$ cat src/rtl/lottery_scheduler_table_assert.svh
// assertion macros for the lottery scheduler table
// used by the top level; expects clk and rst_n in scope
`ifndef LOTTERY_SCHEDULER_TABLE_ASSERT_SVH
`define LOTTERY_SCHEDULER_TABLE_ASSERT_SVH

// same-cycle implication
`define LST_ASSERT_NOW(label, ante, cons, msg) \
    label: assert property (@(posedge clk) disable iff (!rst_n) (ante) |-> (cons)) \
        else $error(msg);

// next-cycle implication
`define LST_ASSERT_NEXT(label, ante, cons, msg) \
    label: assert property (@(posedge clk) disable iff (!rst_n) (ante) |=> (cons)) \
        else $error(msg);

`endif

$ cat src/rtl/lst_pkg.sv
// shared types and constants of the lottery scheduler table
// no dependencies
package lst_pkg;

    localparam int MAX_JOBS = 64;
    localparam int CNT_W    = $clog2(MAX_JOBS + 1);
    localparam int SUM_W    = $clog2(MAX_JOBS * 1023 + 1);
    localparam int CMP_W    = (SUM_W > 16) ? SUM_W : 16;

    localparam logic       MODE_ADD  = 1'b0;
    localparam logic       MODE_DRAW = 1'b1;

    localparam logic [1:0] STAT_OK     = 2'd0;
    localparam logic [1:0] STAT_FULL   = 2'd1;
    localparam logic [1:0] STAT_EMPTY  = 2'd2;
    localparam logic [1:0] STAT_BEYOND = 2'd3;

    localparam logic [2:0] REG_QUANTUM  = 3'd0;
    localparam logic [2:0] REG_OVERHEAD = 3'd1;
    localparam logic [2:0] REG_CLASS_A  = 3'd2;
    localparam logic [2:0] REG_CLASS_B  = 3'd3;
    localparam logic [2:0] REG_CLASS_C  = 3'd4;

    typedef struct packed {
        logic [15:0] ident;
        logic [15:0] remaining;
        logic [9:0]  tickets;
    } job_t;

    typedef enum logic [1:0] {
        CELL_HOLD,
        CELL_SHIFT,
        CELL_TAIL,
        CELL_LOAD
    } cell_sel_t;

    typedef enum logic [1:0] {
        ST_IDLE,
        ST_WALK,
        ST_FIN
    } state_t;

endpackage

$ cat src/rtl/lst_cell.sv
// one job slot of the table chain
// depends on lst_pkg
module lst_cell (
    input  logic              clk,
    input  lst_pkg::cell_sel_t sel,
    input  lst_pkg::job_t     neighbor,
    input  lst_pkg::job_t     tail,
    input  lst_pkg::job_t     load,
    output lst_pkg::job_t     job
);
    import lst_pkg::*;

    job_t job_reg;
    job_t job_next;

    always_comb
    begin
        case (sel)
            CELL_SHIFT: job_next = neighbor;
            CELL_TAIL:  job_next = tail;
            CELL_LOAD:  job_next = load;
            default:    job_next = job_reg;
        endcase
    end

    always_ff @(posedge clk)
    begin
        job_reg <= job_next;
    end

    assign job = job_reg;

endmodule

$ cat config.mk
export PLATFORM = sky130hd
export DESIGN_NAME = lst_cell
export DESIGN_NICKNAME = d
export VERILOG_FILES = /design/src/rtl/lottery_scheduler_table_assert.svh /design/src/rtl/lst_pkg.sv /design/src/rtl/lst_cell.sv
export SDC_FILE = /design/constraint.sdc
export NUM_CORES = 1
export LEC_CHECK = 0
export CORE_MARGIN = 8
export CORE_UTILIZATION = 33
export CTS_BUF_LIST = sky130_fd_sc_hd__clkbuf_4
export CTS_CLUSTER_DIAMETER = 200
export DETAILED_ROUTE_END_ITERATION = 12
export DONT_BUFFER_PORTS = 1
export SLEW_MARGIN = 20
export SYNTH_ARGS = -nofsm -noshare
export SYNTH_HDL_FRONTEND = slang
export SYNTH_SLANG_ARGS = --single-unit
$ cat constraint.sdc
create_clock -name clk -period 3.84 [get_ports clk]
set_input_delay 0.384 -clock clk [delete_from_list [all_inputs] [get_ports clk]]
set_output_delay 0.384 -clock clk [all_outputs]
set_load 0.02 [all_outputs]
==> impl_metrics.json <==
{
  "grt_pass1_vias": 1523,
  "die_w_um": 97.5,
  "core-area_um2": 6390,
  "synth_common_cells": "42 x a21oi_1, 42 x edfxtp_1, 42 x mux2i_1, 42 x nor2_1, 5 x buf_2",
  "place_congestion": 0.702,
  "grt_pass1_wl_um": 7920,
  "maxSlewHeadroom_pct": 34.2,
  "rows": 29,
  "synthCells": 183,
  "n_antenna_cell": 0,
  "power_switching_w": 0.000259,
  "grt_use_total_pct": 10.2,
  "fin_tns_setup_ns": 0,
  "synth.net_count": 312,
  "dr.pass1.iters": 3,
  "cp.required_ns": 3.46,
  "synth.distinct_cells": 10,
  "fin_area_um2": 2200,
  "netlist_top_cells_area": "edfxtp_1 58%, mux2i_1 19%, a21oi_1 9.6%",
  "fin_crit_sh_pct": 32.5,
  "sw_frac_of_total_pct": 27.7,
  "yosysTopAreaCell": "edfxtp_1",
  "critPathArrivalTime_ns": 0.86,
  "avgRoutedWirePerCell_um": 20.1,
  "synth_flop_cell": "edfxtp_1",
  "syn_to_final_growth_pct": 0.457,
  "cts_resized": 0,
  "path_clk_slew_ns": 0.12,
  "finalPower_w": 0.000936,
  "fp.dieArea_um2": 9500,
  "ant_nets": 0,
  "syn_area_um2": 2190,
  "start_util_pct": 34.3,
  "max_freq_mhz": 802,
  "cts_buffer_depth": 2,
  "async_flop_share_pct": 0,
  "cts_htree_levels": 2,
  "vias": 1352,
  "rsz0062_at_grt": "no",
  "p_int_w": 0.000676,
  "finalMaxSlewViolations": 0,
  "tightest_slew_ns": 0.986,
  "nets": 305,
  "worstPathMaxFanout": 1,
  "cts_tree": "built",
  "final_layout_size_suffix_gt1_share_pct": 3.39,
  "setup_viol": 0,
  "yosysSeqAreaShare_pct": 57.6,
  "netlist.area_leader.share_pct": 57.6,
  "p_seq_share_pct": 71.0,
  "final-hold-violation-count": 0,
  "wl_um": 5120,
  "avgSynthCellArea_um2": 12.0,
  "port_buffers": 0,
  "combPwrFrac_pct": 7.6,
  "drv_cap": 0,
  "grt_max_degree": 86,
  "endpoint_kind": "primary output",
  "cts_sinks": 42,
  "fp.dieH_um": 97.5,
  "startpoint_type": "flip-flop",
  "yosysWarnings": 0,
  "synth_edf_count": 42,
  "vdd_ir_drop_max_v": 0.000205,
  "powerDensity_nw_per_um2": 425,
  "root_buffer": "clkbuf_4",
  "critical_path_class": "reg2out",
  "ios": 171,
  "overflow": 0,
  "leakage_nw": 0.841,
  "fin_hold_ws_ns": 0.244,
  "placed_cells": 246,
  "hold_buffers": 0,
  "fin_crit_ns": 1.25,
  "cts_made_buffers": 5,
  "largest_reg_flops": 42,
  "drtIter0Drc": 24,
  "p_clk_share_pct": 21.5,
  "final_cells": 254,
  "min_path_type": "in2reg",
  "hpwlAfterDp_um": 3940,
  "post_cts_buffers": 0,
  "antenna_found_initial": 0,
  "ys_ff_latch": 42,
  "status": "finished, final reports clean",
  "via_per_inst": 5.32,
  "dpl_cell_area_um2": 2150,
  "post-route-drc-count": 0
}
## per-layer routing
layer / part of all wire (%) / vias up / global-route usage (%) / wire length (µm)
li1: - / 651 / - / -
met1: 35 / 595 / 9.77 / 1820
met2: 49 / 101 / 17.1 / 2510
met3: 14 / 5 / 7.11 / 734
met4: 1.2 / 0 / 3.15 / 59
met5: 0 / - / 0 / 0
## per-stage QoR
step                setup WS [ns]  util [%]
CTS                          2.56      34.5
global route                 2.54      34.5
detailed placement           2.27      33.7
floorplan                    2.21         -
finish                       2.59      34.5
global placement             2.29      33.7
## cells in the final DEF, fill, tap and decap left out
master,Yosys,routed
clkbuf_4,0,5
or2_2,1,1
mux2i_1,42,42
clkinv_1,0,3
nor2_1,42,42
a21oi_1,42,42
edfxtp_1,42,42
## path summary, 6_finish.rpt
path,from,endpoint,slack (ns),cells after the start
worst max-delay path,job[37]$_DFFE_PP_,job[37],2.59,0
worst min-delay path,sel[1],job[11]$_DFFE_PP_,0.24,1
## area by class of cell
class                      instances  area (µm²)
clock buffer                       5        37.5
sequential                        42        1260
fill                             632        4190
clock inverter                     3        11.3
multi-input combinational        127         795
tap                               77        96.3
## power by group through the flow
stage / Clock (W) / Sequential, W / Combinational (W)
after floorplan: 0 / 0.000663 / 0.0000917
after global placement: 0 / 0.000678 / 0.0000698
after detailed placement: 0 / 0.000677 / 0.0000729
after CTS: 0.000217 / 0.000667 / 0.0000726
after global routing: 0.000231 / 0.000671 / 0.0000814
final: 0.000201 / 0.000664 / 0.0000708
## kinds of logic after synthesis
| logic type | count (synthesis) | share of synthesized area, % |
|---|---|---|
| and+or+nand+nor | 43 | 7.48 |
| AOI/OAI and AO/OA | 42 | 9.59 |
| muxes | 42 | 19.2 |
| DFF | 42 | 57.6 |
| buffers and inverters | 14 | 6.17 |
(Power assumes the default switching activity.)
